## src/rtl/scda_pkg.sv

```systemverilog
// shared types, constants and codes of the sector cache directory
package scda_pkg;

   localparam int ENTRY_COUNT_DEF       = 16;
   localparam int SECTORS_PER_ENTRY_DEF = 32;
   localparam int QUEUE_DEPTH           = 2;

   localparam logic [63:0] INVALID_TAG  = 64'hffff_ffff_ffff_ffff;
   localparam int          WEIGHT_SHIFT = 8;
   localparam logic [31:0] WEIGHT_MAX   = 32'h7fff_ffff;
   localparam int          AGE_SHIFT    = 5;

   localparam logic CSR_DEVICE_TOTAL = 1'b0;
   localparam logic CSR_SECTOR_512   = 1'b1;

   typedef enum logic [1:0] {
      REQ_READ    = 2'd0,
      REQ_WRITE   = 2'd1,
      REQ_FILL    = 2'd2,
      REQ_UNKNOWN = 2'd3
   } req_kind_type;

   typedef enum logic [2:0] {
      ST_EMPTY   = 3'd0,
      ST_RANGE   = 3'd1,
      ST_BYPASS  = 3'd2,
      ST_HIT     = 3'd3,
      ST_MISS    = 3'd4,
      ST_WRITE   = 3'd5,
      ST_FILLED  = 3'd6,
      ST_FILLERR = 3'd7
   } status_type;

   typedef enum logic [1:0] {
      OP_DIRECT = 2'd0,
      OP_READ   = 2'd1,
      OP_WRITE  = 2'd2,
      OP_FILL   = 2'd3
   } op_kind_type;

   typedef struct packed {
      op_kind_type kind;
      status_type  status;
      logic [63:0] start;
      logic [15:0] count;
      logic [63:0] dev_sector;
      logic [15:0] dev_count;
      logic        fill_ok;
   } op_type;

   typedef struct packed {
      logic full;
      logic empty;
   } queue_flags_type;

   typedef struct packed {
      status_type  status;
      logic [3:0]  entry_index;
      logic [4:0]  sector_offset;
      logic [63:0] device_sector;
      logic [15:0] device_count;
   } rsp_type;

endpackage

```

## src/rtl/scda_if.sv

```systemverilog
// handshake channels of the sector cache directory

interface scda_req_if;
   logic        valid;
   logic        ready;
   logic [1:0]  req_type;
   logic [63:0] start_sector;
   logic [15:0] sector_count;
   logic        fill_ok;
   modport source (output valid, req_type, start_sector, sector_count, fill_ok, input ready);
   modport sink (input valid, req_type, start_sector, sector_count, fill_ok, output ready);
endinterface

interface scda_rsp_if;
   logic        valid;
   logic        ready;
   logic [2:0]  status;
   logic [3:0]  entry_index;
   logic [4:0]  sector_offset;
   logic [63:0] device_sector;
   logic [15:0] device_count;
   modport source (output valid, status, entry_index, sector_offset, device_sector,
                   device_count, input ready);
   modport sink (input valid, status, entry_index, sector_offset, device_sector,
                 device_count, output ready);
endinterface

interface scda_csr_if;
   logic        valid;
   logic        ready;
   logic        index;
   logic [63:0] data;
   modport source (output valid, index, data, input ready);
   modport sink (input valid, index, data, output ready);
endinterface

```

## src/rtl/scda_front.sv

```systemverilog
// front end: configuration registers, item acceptance and classification
module scda_front #(
   parameter int SECTORS_PER_ENTRY = scda_pkg::SECTORS_PER_ENTRY_DEF
) (
   input  logic                   clock,
   input  logic                   reset,
   scda_req_if.sink               req_bus,
   scda_csr_if.sink               csr_bus,
   input  scda_pkg::queue_flags_type q_flags,
   output logic                   push,
   output scda_pkg::op_type       push_op
);

   localparam logic [63:0] SPE_64 = 64'(SECTORS_PER_ENTRY);
   localparam logic [15:0] SPE_16 = 16'(SECTORS_PER_ENTRY);

   logic [63:0] total_ff, total_in;
   logic        is512_ff, is512_in;
   logic [63:0] rem;
   logic        out_range;
   logic [15:0] fill_cnt;

   assign csr_bus.ready = 1'b1;
   assign req_bus.ready = !q_flags.full;
   assign push          = req_bus.valid && !q_flags.full;

   always_comb begin
      total_in = total_ff;
      is512_in = is512_ff;
      if (csr_bus.valid) begin
         case (csr_bus.index)
            scda_pkg::CSR_DEVICE_TOTAL: total_in = csr_bus.data;
            scda_pkg::CSR_SECTOR_512:   is512_in = csr_bus.data[0];
            default: ;
         endcase
      end
   end

   always_ff @(posedge clock) begin
      if (reset) begin
         total_ff <= 64'd0;
         is512_ff <= 1'b1;
      end else begin
         total_ff <= total_in;
         is512_ff <= is512_in;
      end
   end

   always_comb begin
      rem       = total_ff - req_bus.start_sector;
      out_range = (req_bus.start_sector >= total_ff) || ({48'd0, req_bus.sector_count} > rem);
      fill_cnt  = (rem < SPE_64) ? rem[15:0] : SPE_16;

      push_op.kind       = scda_pkg::OP_DIRECT;
      push_op.status     = scda_pkg::ST_EMPTY;
      push_op.start      = req_bus.start_sector;
      push_op.count      = req_bus.sector_count;
      push_op.dev_sector = 64'd0;
      push_op.dev_count  = 16'd0;
      push_op.fill_ok    = req_bus.fill_ok;

      case (scda_pkg::req_kind_type'(req_bus.req_type))
         scda_pkg::REQ_READ: begin
            if (req_bus.sector_count == 16'd0) begin
               push_op.status = scda_pkg::ST_EMPTY;
            end else if (out_range) begin
               push_op.status = scda_pkg::ST_RANGE;
            end else if (!is512_ff || req_bus.sector_count >= SPE_16) begin
               push_op.status     = scda_pkg::ST_BYPASS;
               push_op.dev_sector = req_bus.start_sector;
               push_op.dev_count  = req_bus.sector_count;
            end else begin
               push_op.kind       = scda_pkg::OP_READ;
               push_op.dev_sector = req_bus.start_sector;
               push_op.dev_count  = fill_cnt;
            end
         end
         scda_pkg::REQ_WRITE: begin
            push_op.kind       = scda_pkg::OP_WRITE;
            push_op.dev_sector = req_bus.start_sector;
            push_op.dev_count  = req_bus.sector_count;
         end
         scda_pkg::REQ_FILL: push_op.kind = scda_pkg::OP_FILL;
         default: push_op.status = scda_pkg::ST_EMPTY;
      endcase
   end

endmodule

```

## src/rtl/scda_queue.sv

```systemverilog
// short item queue between front and back
module scda_queue (
   input  logic                      clock,
   input  logic                      reset,
   input  logic                      push,
   input  scda_pkg::op_type          push_op,
   input  logic                      pop,
   output scda_pkg::op_type          pop_op,
   output scda_pkg::queue_flags_type flags
);

   localparam int PTR_W = (scda_pkg::QUEUE_DEPTH > 1) ? $clog2(scda_pkg::QUEUE_DEPTH) : 1;
   localparam int CNT_W = $clog2(scda_pkg::QUEUE_DEPTH + 1);

   scda_pkg::op_type slot_ff [scda_pkg::QUEUE_DEPTH];
   logic [PTR_W-1:0] wr_ptr_ff, wr_ptr_in;
   logic [PTR_W-1:0] rd_ptr_ff, rd_ptr_in;
   logic [CNT_W-1:0] cnt_ff, cnt_in;

   function automatic logic [PTR_W-1:0] next_ptr(input logic [PTR_W-1:0] p);
      next_ptr = (p == PTR_W'(scda_pkg::QUEUE_DEPTH - 1)) ? '0 : p + 1'b1;
   endfunction

   assign flags.full  = (cnt_ff == CNT_W'(scda_pkg::QUEUE_DEPTH));
   assign flags.empty = (cnt_ff == '0);
   assign pop_op      = slot_ff[rd_ptr_ff];

   always_comb begin
      wr_ptr_in = push ? next_ptr(wr_ptr_ff) : wr_ptr_ff;
      rd_ptr_in = pop ? next_ptr(rd_ptr_ff) : rd_ptr_ff;
      cnt_in    = cnt_ff;
      if (push && !pop) begin
         cnt_in = cnt_ff + 1'b1;
      end else if (pop && !push) begin
         cnt_in = cnt_ff - 1'b1;
      end
   end

   always_ff @(posedge clock) begin
      if (reset) begin
         wr_ptr_ff <= '0;
         rd_ptr_ff <= '0;
         cnt_ff    <= '0;
      end else begin
         wr_ptr_ff <= wr_ptr_in;
         rd_ptr_ff <= rd_ptr_in;
         cnt_ff    <= cnt_in;
      end
   end

   always_ff @(posedge clock) begin
      if (push) begin
         slot_ff[wr_ptr_ff] <= push_op;
      end
   end

endmodule

```

## src/rtl/scda_back.sv

```systemverilog
// back end: directory store, entry scans, aging, victim choice and result register
module scda_back #(
   parameter int ENTRY_COUNT       = scda_pkg::ENTRY_COUNT_DEF,
   parameter int SECTORS_PER_ENTRY = scda_pkg::SECTORS_PER_ENTRY_DEF
) (
   input  logic                      clock,
   input  logic                      reset,
   input  scda_pkg::queue_flags_type q_flags,
   input  scda_pkg::op_type          pop_op,
   output logic                      pop,
   scda_rsp_if.source                rsp_bus
);

   localparam int IDX_W  = $clog2(ENTRY_COUNT);
   localparam int SCAN_W = IDX_W + 1;
   localparam int CNT_W  = $clog2(SECTORS_PER_ENTRY);
   localparam int AGE_STEP = SECTORS_PER_ENTRY * 256 / ENTRY_COUNT;
   localparam logic [63:0] SPE_64 = 64'(SECTORS_PER_ENTRY);
   localparam logic signed [33:0] AGE_HI = 34'sh0_7fff_ffff;
   localparam logic signed [33:0] AGE_LO = 34'sh3_8000_0000;

   typedef enum logic [3:0] {
      S_IDLE  = 4'b0001,
      S_HIT   = 4'b0010,
      S_AGE   = 4'b0100,
      S_WRITE = 4'b1000
   } state_type;

   state_type            state_ff, state_in;
   scda_pkg::op_type     op_ff, op_in;
   logic [SCAN_W-1:0]    scan_ff, scan_in;
   logic                 chk_vld_ff, chk_vld_in;
   logic [IDX_W-1:0]     chk_idx_ff, chk_idx_in;
   logic [ENTRY_COUNT-1:0] tag_vld_ff, tag_vld_in;
   logic [ENTRY_COUNT-1:0] wt_vld_ff, wt_vld_in;
   logic signed [31:0]   best_w_ff, best_w_in;
   logic [IDX_W-1:0]     best_idx_ff, best_idx_in;
   logic                 pend_vld_ff, pend_vld_in;
   logic [IDX_W-1:0]     pend_entry_ff, pend_entry_in;
   logic [63:0]          pend_sector_ff, pend_sector_in;
   logic [CNT_W-1:0]     pend_count_ff, pend_count_in;
   logic                 rsp_vld_ff, rsp_vld_in;
   scda_pkg::rsp_type    rsp_ff, rsp_in;

   logic [63:0] tag_mem [ENTRY_COUNT];
   logic [31:0] wt_mem [ENTRY_COUNT];
   logic [63:0] tag_rd_ff;
   logic [31:0] wt_rd_ff;

   logic             tag_we, wt_we;
   logic [IDX_W-1:0] tag_wa, wt_wa;
   logic [63:0]      tag_wd;
   logic [31:0]      wt_wd;
   logic [IDX_W-1:0] rd_addr;

   logic               cur_tvld, is_last, hit, ovl, pend_ovl;
   logic signed [31:0] cur_w, base_w, hit_w, aged_w;
   logic [32:0]        hit_sum;
   logic signed [32:0] biased, quot;
   logic signed [33:0] aged34;
   logic [IDX_W-1:0]   best_final;

   function automatic logic contains(input logic [63:0] tag, input logic [63:0] s,
                                     input logic [15:0] n);
      logic [64:0] d;
      d = {1'b0, s} - {1'b0, tag};
      contains = !d[64] && (d[63:0] <= SPE_64)
                 && (({1'b0, d[63:0]} + 65'(n)) <= 65'(SECTORS_PER_ENTRY));
   endfunction

   function automatic logic overlaps(input logic [63:0] tag, input logic [63:0] s,
                                     input logic [15:0] n);
      logic [64:0] d;
      logic [63:0] r;
      d = {1'b0, s} - {1'b0, tag};
      r = tag - s;
      overlaps = !d[64] ? (d[63:0] < SPE_64) : (r < {48'd0, n});
   endfunction

   assign rd_addr = scan_ff[IDX_W-1:0];
   assign pop     = (state_ff == S_IDLE) && !q_flags.empty && !rsp_vld_ff;

   assign rsp_bus.valid         = rsp_vld_ff;
   assign rsp_bus.status        = rsp_ff.status;
   assign rsp_bus.entry_index   = rsp_ff.entry_index;
   assign rsp_bus.sector_offset = rsp_ff.sector_offset;
   assign rsp_bus.device_sector = rsp_ff.device_sector;
   assign rsp_bus.device_count  = rsp_ff.device_count;

   // entry under check, one read behind the scan address
   always_comb begin
      cur_tvld = tag_vld_ff[chk_idx_ff] && (tag_rd_ff != scda_pkg::INVALID_TAG);
      cur_w    = wt_vld_ff[chk_idx_ff] ? wt_rd_ff : 32'sd0;
      is_last  = (chk_idx_ff == IDX_W'(ENTRY_COUNT - 1));
      hit      = cur_tvld && contains(tag_rd_ff, op_ff.start, op_ff.count);
      ovl      = cur_tvld && overlaps(tag_rd_ff, op_ff.start, op_ff.count);
      pend_ovl = overlaps(pend_sector_ff, op_ff.start, op_ff.count);

      base_w  = cur_w[31] ? 32'sd0 : cur_w;
      hit_sum = {1'b0, base_w} + 33'({op_ff.count, 8'd0});
      hit_w   = (hit_sum > 33'(scda_pkg::WEIGHT_MAX)) ? scda_pkg::WEIGHT_MAX : hit_sum[31:0];

      biased = {cur_w[31], cur_w} + (cur_w[31] ? 33'sd31 : 33'sd0);
      quot   = biased >>> scda_pkg::AGE_SHIFT;
      aged34 = {{2{cur_w[31]}}, cur_w} - 34'(AGE_STEP) - {quot[32], quot};
      if (aged34 > AGE_HI) begin
         aged_w = AGE_HI[31:0];
      end else if (aged34 < AGE_LO) begin
         aged_w = AGE_LO[31:0];
      end else begin
         aged_w = aged34[31:0];
      end
      best_final = (aged_w < best_w_ff) ? chk_idx_ff : best_idx_ff;
   end

   always_comb begin
      state_in       = state_ff;
      op_in          = op_ff;
      scan_in        = scan_ff;
      chk_vld_in     = 1'b0;
      chk_idx_in     = chk_idx_ff;
      tag_vld_in     = tag_vld_ff;
      wt_vld_in      = wt_vld_ff;
      best_w_in      = best_w_ff;
      best_idx_in    = best_idx_ff;
      pend_vld_in    = pend_vld_ff;
      pend_entry_in  = pend_entry_ff;
      pend_sector_in = pend_sector_ff;
      pend_count_in  = pend_count_ff;
      rsp_vld_in     = rsp_vld_ff && !rsp_bus.ready;
      rsp_in         = rsp_ff;
      tag_we = 1'b0;
      tag_wa = pend_entry_ff;
      tag_wd = pend_sector_ff;
      wt_we  = 1'b0;
      wt_wa  = chk_idx_ff;
      wt_wd  = aged_w;

      if (state_ff != S_IDLE && scan_ff < SCAN_W'(ENTRY_COUNT)) begin
         scan_in    = scan_ff + 1'b1;
         chk_vld_in = 1'b1;
         chk_idx_in = rd_addr;
      end

      case (state_ff)
         S_IDLE: begin
            if (pop) begin
               op_in   = pop_op;
               scan_in = '0;
               rsp_in.status        = pop_op.status;
               rsp_in.entry_index   = 4'd0;
               rsp_in.sector_offset = 5'd0;
               rsp_in.device_sector = pop_op.dev_sector;
               rsp_in.device_count  = pop_op.dev_count;
               case (pop_op.kind)
                  scda_pkg::OP_DIRECT: rsp_vld_in = 1'b1;
                  scda_pkg::OP_READ:   state_in = S_HIT;
                  scda_pkg::OP_WRITE:  state_in = S_WRITE;
                  scda_pkg::OP_FILL: begin
                     rsp_vld_in    = 1'b1;
                     rsp_in.status = scda_pkg::ST_FILLERR;
                     if (pend_vld_ff) begin
                        rsp_in.entry_index   = 4'(pend_entry_ff);
                        rsp_in.device_sector = pend_sector_ff;
                        if (pop_op.fill_ok) begin
                           rsp_in.status = scda_pkg::ST_FILLED;
                           tag_we = 1'b1;
                           tag_vld_in[pend_entry_ff] = 1'b1;
                           wt_we = 1'b1;
                           wt_wa = pend_entry_ff;
                           wt_wd = 32'(pend_count_ff) << scda_pkg::WEIGHT_SHIFT;
                           wt_vld_in[pend_entry_ff] = 1'b1;
                        end
                     end
                     pend_vld_in = 1'b0;
                  end
                  default: ;
               endcase
            end
         end
         S_HIT: begin
            if (chk_vld_ff) begin
               if (hit) begin
                  wt_we = 1'b1;
                  wt_wd = hit_w;
                  wt_vld_in[chk_idx_ff] = 1'b1;
                  rsp_in.status        = scda_pkg::ST_HIT;
                  rsp_in.entry_index   = 4'(chk_idx_ff);
                  rsp_in.sector_offset = 5'(op_ff.start - tag_rd_ff);
                  rsp_in.device_sector = 64'd0;
                  rsp_in.device_count  = 16'd0;
                  rsp_vld_in = 1'b1;
                  state_in   = S_IDLE;
               end else if (is_last) begin
                  scan_in     = '0;
                  chk_vld_in  = 1'b0;
                  best_w_in   = scda_pkg::WEIGHT_MAX;
                  best_idx_in = '0;
                  state_in    = S_AGE;
               end
            end
         end
         S_AGE: begin
            if (chk_vld_ff) begin
               wt_we = 1'b1;
               wt_vld_in[chk_idx_ff] = 1'b1;
               if (aged_w < best_w_ff) begin
                  best_w_in   = aged_w;
                  best_idx_in = chk_idx_ff;
               end
               if (is_last) begin
                  tag_vld_in[best_final] = 1'b0;
                  pend_vld_in    = 1'b1;
                  pend_entry_in  = best_final;
                  pend_sector_in = op_ff.start;
                  pend_count_in  = CNT_W'(op_ff.count);
                  rsp_in.status      = scda_pkg::ST_MISS;
                  rsp_in.entry_index = 4'(best_final);
                  rsp_vld_in = 1'b1;
                  state_in   = S_IDLE;
               end
            end
         end
         S_WRITE: begin
            if (chk_vld_ff) begin
               if (ovl) begin
                  tag_vld_in[chk_idx_ff] = 1'b0;
               end
               if (is_last) begin
                  if (pend_vld_ff && pend_ovl) begin
                     pend_vld_in = 1'b0;
                  end
                  rsp_in.status = scda_pkg::ST_WRITE;
                  rsp_vld_in = 1'b1;
                  state_in   = S_IDLE;
               end
            end
         end
         default: state_in = S_IDLE;
      endcase
   end

   always_ff @(posedge clock) begin
      if (reset) begin
         state_ff       <= S_IDLE;
         scan_ff        <= '0;
         chk_vld_ff     <= 1'b0;
         tag_vld_ff     <= '0;
         wt_vld_ff      <= '0;
         pend_vld_ff    <= 1'b0;
         pend_entry_ff  <= '0;
         pend_sector_ff <= 64'd0;
         pend_count_ff  <= '0;
         rsp_vld_ff     <= 1'b0;
      end else begin
         state_ff       <= state_in;
         scan_ff        <= scan_in;
         chk_vld_ff     <= chk_vld_in;
         tag_vld_ff     <= tag_vld_in;
         wt_vld_ff      <= wt_vld_in;
         pend_vld_ff    <= pend_vld_in;
         pend_entry_ff  <= pend_entry_in;
         pend_sector_ff <= pend_sector_in;
         pend_count_ff  <= pend_count_in;
         rsp_vld_ff     <= rsp_vld_in;
      end
   end

   always_ff @(posedge clock) begin
      op_ff       <= op_in;
      chk_idx_ff  <= chk_idx_in;
      best_w_ff   <= best_w_in;
      best_idx_ff <= best_idx_in;
      rsp_ff      <= rsp_in;
   end

   always_ff @(posedge clock) begin
      if (tag_we) begin
         tag_mem[tag_wa] <= tag_wd;
      end
      tag_rd_ff <= tag_mem[rd_addr];
   end

   always_ff @(posedge clock) begin
      if (wt_we) begin
         wt_mem[wt_wa] <= wt_wd;
      end
      wt_rd_ff <= wt_mem[rd_addr];
   end

endmodule

```

## src/rtl/sector_cache_directory_aging_core.sv

```systemverilog
// empty, range, bypass and fill items are answered without an entry scan; a hit or a write
// ends within one scan, a miss after a lookup scan and an aging scan
// throughput: one item at a time in the back end; the entry scan over the directory store
// reads one entry per cycle, once for lookup and, on a miss, once for aging
// reset: synchronous, clears entry and weight valid bits, pending fill and queue at once
module sector_cache_directory_aging_core #(
   parameter int ENTRY_COUNT       = scda_pkg::ENTRY_COUNT_DEF,
   parameter int SECTORS_PER_ENTRY = scda_pkg::SECTORS_PER_ENTRY_DEF
) (
   input  logic        clock,
   input  logic        reset,
   scda_req_if.sink    req_bus,
   scda_rsp_if.source  rsp_bus,
   scda_csr_if.sink    csr_bus
);

   scda_pkg::queue_flags_type q_flags;
   scda_pkg::op_type          push_op, pop_op;
   logic                      push, pop;

   scda_front #(
      .SECTORS_PER_ENTRY (SECTORS_PER_ENTRY)
   ) u_front (
      .clock   (clock),
      .reset   (reset),
      .req_bus (req_bus),
      .csr_bus (csr_bus),
      .q_flags (q_flags),
      .push    (push),
      .push_op (push_op)
   );

   scda_queue u_queue (
      .clock   (clock),
      .reset   (reset),
      .push    (push),
      .push_op (push_op),
      .pop     (pop),
      .pop_op  (pop_op),
      .flags   (q_flags)
   );

   scda_back #(
      .ENTRY_COUNT       (ENTRY_COUNT),
      .SECTORS_PER_ENTRY (SECTORS_PER_ENTRY)
   ) u_back (
      .clock   (clock),
      .reset   (reset),
      .q_flags (q_flags),
      .pop_op  (pop_op),
      .pop     (pop),
      .rsp_bus (rsp_bus)
   );

endmodule
```

## src/flat_wrapper.sv

```systemverilog
// flat-port wrapper written by rule: the top's interface ports become plain ports
module sector_cache_directory_aging_core_flat 
#(
   parameter int ENTRY_COUNT       = scda_pkg::ENTRY_COUNT_DEF,
   parameter int SECTORS_PER_ENTRY = scda_pkg::SECTORS_PER_ENTRY_DEF
)
  (clock, reset, req_bus_valid, req_bus_req_type, req_bus_start_sector, req_bus_sector_count, req_bus_fill_ok, req_bus_ready, rsp_bus_valid, rsp_bus_status, rsp_bus_entry_index, rsp_bus_sector_offset, rsp_bus_device_sector, rsp_bus_device_count, rsp_bus_ready, csr_bus_valid, csr_bus_index, csr_bus_data, csr_bus_ready);
  scda_req_if req_bus_i ();
  scda_rsp_if rsp_bus_i ();
  scda_csr_if csr_bus_i ();
  input  logic clock;
  input  logic reset;
  input wire logic [$bits(req_bus_i.valid)-1:0] req_bus_valid;
  input wire logic [$bits(req_bus_i.req_type)-1:0] req_bus_req_type;
  input wire logic [$bits(req_bus_i.start_sector)-1:0] req_bus_start_sector;
  input wire logic [$bits(req_bus_i.sector_count)-1:0] req_bus_sector_count;
  input wire logic [$bits(req_bus_i.fill_ok)-1:0] req_bus_fill_ok;
  output wire logic [$bits(req_bus_i.ready)-1:0] req_bus_ready;
  output wire logic [$bits(rsp_bus_i.valid)-1:0] rsp_bus_valid;
  output wire logic [$bits(rsp_bus_i.status)-1:0] rsp_bus_status;
  output wire logic [$bits(rsp_bus_i.entry_index)-1:0] rsp_bus_entry_index;
  output wire logic [$bits(rsp_bus_i.sector_offset)-1:0] rsp_bus_sector_offset;
  output wire logic [$bits(rsp_bus_i.device_sector)-1:0] rsp_bus_device_sector;
  output wire logic [$bits(rsp_bus_i.device_count)-1:0] rsp_bus_device_count;
  input wire logic [$bits(rsp_bus_i.ready)-1:0] rsp_bus_ready;
  input wire logic [$bits(csr_bus_i.valid)-1:0] csr_bus_valid;
  input wire logic [$bits(csr_bus_i.index)-1:0] csr_bus_index;
  input wire logic [$bits(csr_bus_i.data)-1:0] csr_bus_data;
  output wire logic [$bits(csr_bus_i.ready)-1:0] csr_bus_ready;
  assign req_bus_i.valid = req_bus_valid;
  assign req_bus_i.req_type = req_bus_req_type;
  assign req_bus_i.start_sector = req_bus_start_sector;
  assign req_bus_i.sector_count = req_bus_sector_count;
  assign req_bus_i.fill_ok = req_bus_fill_ok;
  assign req_bus_ready = req_bus_i.ready;
  assign rsp_bus_valid = rsp_bus_i.valid;
  assign rsp_bus_status = rsp_bus_i.status;
  assign rsp_bus_entry_index = rsp_bus_i.entry_index;
  assign rsp_bus_sector_offset = rsp_bus_i.sector_offset;
  assign rsp_bus_device_sector = rsp_bus_i.device_sector;
  assign rsp_bus_device_count = rsp_bus_i.device_count;
  assign rsp_bus_i.ready = rsp_bus_ready;
  assign csr_bus_i.valid = csr_bus_valid;
  assign csr_bus_i.index = csr_bus_index;
  assign csr_bus_i.data = csr_bus_data;
  assign csr_bus_ready = csr_bus_i.ready;
  sector_cache_directory_aging_core #(.ENTRY_COUNT(ENTRY_COUNT), .SECTORS_PER_ENTRY(SECTORS_PER_ENTRY)) u_core (.clock(clock), .reset(reset), .req_bus(req_bus_i), .rsp_bus(rsp_bus_i), .csr_bus(csr_bus_i));
endmodule
```

## config.mk

```make
export PLATFORM = sky130hd
export DESIGN_NAME = sector_cache_directory_aging_core_flat
export DESIGN_NICKNAME = d
export VERILOG_FILES = /design/src/rtl/scda_pkg.sv /design/src/rtl/scda_if.sv /design/src/rtl/scda_front.sv /design/src/rtl/scda_queue.sv /design/src/rtl/scda_back.sv /design/src/rtl/sector_cache_directory_aging_core.sv /design/src/flat_wrapper.sv
export SDC_FILE = /design/constraint.sdc
export NUM_CORES = 2
export LEC_CHECK = 0
export BUFFER_PORTS_ARGS = -buffer_cell sky130_fd_sc_hd__buf_2
export CORE_MARGIN = 4
export CORE_UTILIZATION = 45
export CTS_CLUSTER_DIAMETER = 30
export DETAILED_ROUTE_END_ITERATION = 8
export GPL_TIMING_DRIVEN = 0
export HOLD_SLACK_MARGIN = 0.15
export SETUP_SLACK_MARGIN = 0.02
export SLEW_MARGIN = 0
export SYNTH_ARGS = -nofsm -noshare
export SYNTH_HDL_FRONTEND = slang
export SYNTH_SLANG_ARGS = --single-unit
```

## constraint.sdc

```tcl
create_clock -name clock -period 14.8 [get_ports clock]
set_input_delay 1.48 -clock clock [delete_from_list [all_inputs] [get_ports clock]]
set_output_delay 1.48 -clock clock [all_outputs]
set_load 0.05 [all_outputs]
```

==> results by stage <==
Status:
- The flow ran to the end, and the final reports show no timing, DRC or antenna violations.

CTS:
- The tree is rooted in a sky130_fd_sc_hd__clkbuf_16.
- The maximum count of clock buffers along a single path is 4.
- In this run the number of H-tree levels came out at 5.
- The clock-pin transition on the worst setup and hold timing paths is 50 ps.
- In this run, CTS created clock tree buffers numbering 421.
- The clock tree from TritonCTS is done.
- The tree built by TritonCTS fans out to 2361 sinks.
- The latest clock arrival within the worst-skew pair is 990 ps.
- The hold buffer count at CTS is 0.

Routing:
- The first routing iteration left 9003 violations.
- In the final routed layout, each cell accounts on average for 31.1 um.
- The total detailed-routing wirelength is 420000 um.
- The residual antenna-violating net count after detailed routing is 0.
- The first detailed-routing pass ran for 8 iterations.
- The routed layout has 82900 vias.
- After detailed routing, the number of remaining DRC violations is 0.
- Dividing the detail-routed via count by the number of cells gives 6.14.

STA:
- The final hold slack is 419 ps.
- Adding up every negative setup slack in the final design gives 0 ps.
- The worst-margin pin slew is 1400 ps.
- The clock arrives with 126 ps of skew.
- The final-report max-slew violation count is 0.
- The post-layout minimum cycle time is 14200 ps.
- Setup violations remaining at the end of the flow were counted as 0.
- The number of hold-slack violations in the final timing report is 0.
- Setup repair after global routing left no endpoint under its margin.
- The final period utilization is 96.0%.
- The fmax is 0.0704 GHz.
- In this run the tightest slew margin relative to its limit is 6.38%.

Run:
- Max-cap violations in this run came to 0.

Synth:
- The async set-reset flop share out of synthesis is 0%.
- Yosys printed 0 warnings.
- After synthesis, the netlist uses 100 different library cells.
- The instance count of the mapped netlist is 8930.
- Yosys mapped a number of flops with a built-in enable equal to 2078.
- The number of nets in the synthesized netlist is 9595.
- The synthesized netlist occupies a cell area of 117000 um2.
- The dominant synthesized flop cell is sky130_fd_sc_hd__edfxtp_1.
- The average footprint of a synthesized cell is 13.1 um2.
- Sequential cells were found to cover 58.3% of the synthesized design area.
- In this run, synthesis produced a sequential element count of 2361.

Hold path:
- The class of the worst hold path is reg2reg.
- The worst hold path was traced through 0 stages.

Power:
- The leakage power total is 49.9 nW.
- The worst supply voltage drop on vdd is 0.145 mV.
- Power spread over the standard cell area amounts to 198 nW/um2.

Placed design:
- The congestion estimate from routability-driven global placement came to 1.01.
- The sum of net half-perimeters after detailed placement is 320000 um.
- The number of port buffers is 245.

Global route:
- The largest net degree at the start of global routing is 56.
- Across every metal layer, demand over resource in global routing totals 30.9%.
- The number of global-route vias before repair is 82100.
- The first global-routing pass estimated 593000 um of wire.
- The number of antenna violations at the first check in global routing is 32.
- The total overflow reported by the global router is 0.

Floorplan:
- The width of the die is 517 um.
- The core region is 257000 um2.
- The floorplan die area is 267000 um2.
- The number of top-level design ports is 248.
- In this run the vertical extent of the chip is 517 um.
- For this configuration, the core starts out at a cell density of 45.3%.
- The floorplan row count is 186.

Worst setup path:
- The master of the slowest instance on the critical path is sky130_fd_sc_hd__mux4_2.
- The highest cell delay on the worst timing path is 550 ps.
- The most frequent cell on the critical path is sky130_fd_sc_hd__a21oi_1.
- In this run the register-to-register setup slack is 600 ps.
- The category of the worst setup path launch point is a register.
- The worst setup path is captured at a register.
- The largest driver fanout on the critical path is 16.
- The arrival time at the worst endpoint is 14760 ps.
- The data required time at the worst endpoint is 15360 ps.
- The critical path in this run is classified as reg2reg.
- The number of cell instances on the worst register-to-register path is 51.

Final layout:
- Relative to the synthesized area, the layout overhead comes to 19.7%.
- For this run, the post-layout net count is 10400.
- Of the cells placed in the final design, the portion with a size suffix greater than 1 is 18.7%.
[cells in the mapped netlist (all sizes together) (23+ instances only)]
cell type / number / area, um2
and4: 31 / 272
o21a: 71 / 533
xor2: 108 / 946
and2: 47 / 294
and3: 51 / 319
nor4: 64 / 425
a31oi: 69 / 438
o211ai: 53 / 398
xnor2: 178 / 1560
o21bai: 71 / 533
nand3: 124 / 621
o21ai: 362 / 1820
a21oi: 688 / 3460
mux2i: 122 / 1220
clkbuf: 306 / 1150
a21boi: 27 / 203
or2: 30 / 188
nor2b: 60 / 375
nand2b: 72 / 450
a2111oi: 23 / 201
nand2: 714 / 2680
or3: 44 / 280
dfxtp: 283 / 5670
o2111ai: 24 / 210
buf: 126 / 569
a21o: 196 / 1470
nor3: 118 / 601
nand4: 156 / 976
a211oi: 128 / 961
or4: 24 / 184
edfxtp: 2078 / 62400
ha: 505 / 6320
inv: 495 / 1860
mux4: 489 / 11000
nor2: 580 / 2180
a311oi: 26 / 228
o31ai: 30 / 225
mux2: 86 / 968
[critical path, delay by kind of cell, from the launching register on]
kind,cells,cell delay (ps)
mux,2,1040
compound gates,21,4620
fa+ha+maj,4,1020
flops,1,320
simple gates,14,4180
buf+inv,10,2620
[cells in the final DEF (no fill, tap or decap), types with 72 or more instances in the layout]
cell / n
sky130_fd_sc_hd__dfxtp_1: 283
sky130_fd_sc_hd__nor3_1: 111
sky130_fd_sc_hd__xnor2_1: 178
sky130_fd_sc_hd__mux2i_1: 122
sky130_fd_sc_hd__a21o_1: 196
sky130_fd_sc_hd__nor2_1: 553
sky130_fd_sc_hd__mux2_2: 86
sky130_fd_sc_hd__ha_1: 505
sky130_fd_sc_hd__nand2_1: 713
sky130_fd_sc_hd__a211oi_1: 128
sky130_fd_sc_hd__nand3_1: 124
sky130_fd_sc_hd__mux4_2: 489
sky130_fd_sc_hd__nand2b_1: 72
sky130_fd_sc_hd__edfxtp_1: 2078
sky130_fd_sc_hd__o21ai_0: 340
sky130_fd_sc_hd__clkbuf_16: 426
sky130_fd_sc_hd__clkbuf_1: 342
sky130_fd_sc_hd__nand4_1: 156
sky130_fd_sc_hd__xor2_1: 108
sky130_fd_sc_hd__buf_2: 300
sky130_fd_sc_hd__a21oi_1: 684
sky130_fd_sc_hd__inv_1: 491
[metrics by stage]
stage | worst slack, ps | total power [mW] | utilization (%) | instances | area, um2
2_1_floorplan | 3170 | 14.3 | - | 8930 | 117000
3_3_place_gp | -3690 | 17.7 | 47.5 | 12600 | 122000
3_5_place_dp | 257 | 17.6 | 48.5 | 12700 | 125000
4_1_cts | 191 | 27.5 | 54.2 | 13500 | 139000
5_1_grt | 19.3 | 28.7 | 54.2 | 13500 | 140000
6_report | 599 | 27.6 | 54.2 | 13500 | 140000
[flip-flops by register name (all words and copies together) (netlist names), 3 cells and up, named ones only]
register,count
u_core.u_back.scan_ff,5
u_core.u_back.rsp_bus.device_count,16
u_core.u_back.pend_sector_ff,64
u_core.u_queue.slot_ff,330
u_core.u_back.wt_mem,512
u_core.u_front.total_ff,64
u_core.u_back.rsp_bus.status,3
u_core.u_back.rsp_bus.sector_offset,5
u_core.u_back.best_idx_ff,4
u_core.u_back.op_ff,80
u_core.u_back.tag_rd_ff,64
u_core.u_back.state_ff,4
u_core.u_back.pend_entry_ff,4
u_core.u_back.wt_vld_ff,16
u_core.u_back.chk_idx_ff,4
u_core.u_back.best_w_ff,32
u_core.u_back.rsp_bus.entry_index,4
u_core.u_back.pend_count_ff,5
u_core.u_back.wt_rd_ff,32
u_core.u_back.tag_mem,1024
u_core.u_back.rsp_bus.device_sector,64
u_core.u_back.tag_vld_ff,16
[layer usage]
layer  global-route usage [%]  vias up  share of wire (%)
met5                        0        -              0.038
met3                     6.16      685                8.4
met1                     42.9    42300                 42
met2                     49.0     3829                 46
li1                         -    36100                  -
met4                     10.4       24                3.7
[where the power goes]
part           leakage [nW]  switching (mW)  total, mW  internal [mW]
clock network          7.10            3.49       9.84           6.34
logic                  21.0            6.19       9.30           3.11
registers              21.8           0.664       8.47           7.81
[final timing paths]
kind | startpoint | endpoint
hold reg to reg | u_core.u_back.scan_ff[3]$_SDFF_PP0_ | u_core.u_back.chk_idx_ff[3]$_DFFE_PP_
hold / removal | u_core.u_back.scan_ff[3]$_SDFF_PP0_ | u_core.u_back.chk_idx_ff[3]$_DFFE_PP_
setup reg to reg | u_core.u_back.chk_idx_ff[0]$_DFFE_PP_ | u_core.u_back.best_w_ff[14]$_SDFFCE_PN1P_
setup / recovery | u_core.u_back.chk_idx_ff[0]$_DFFE_PP_ | u_core.u_back.best_w_ff[14]$_SDFFCE_PN1P_
[kinds of logic after synthesis]
family / Yosys count / synth area share, %
AO/OA/AOI/OAI: 1975 / 10.7
flip-flops: 2361 / 58.3
buffers and inverters: 927 / 3.06
multiplexers: 697 / 11.3
adder cells (fa/ha/maj): 512 / 5.54
other: 1 / 0.00321
AND/OR/NAND/NOR: 2171 / 8.86
XOR/XNOR: 286 / 2.15
[repair_timing]
action	4_1_cts	5_1_grt
gates resized for setup	0	6
buffers inserted	0	0
endpoints found under the hold margin	0	0
endpoints found under the setup margin	0	33
[layout make-up]
type                       instances  area (um2)
antenna                           16        40.0
buffer                           432        1740
clock buffer                     477       10900
clock inverter                   320        3830
fill                           21300      118000
inverter                         495        1860
multi-input combinational       5643       45400
sequential                      2361       68100
tap                             3384        4230
timing repair buffer             382        3550
(Power assumes the default switching activity.)
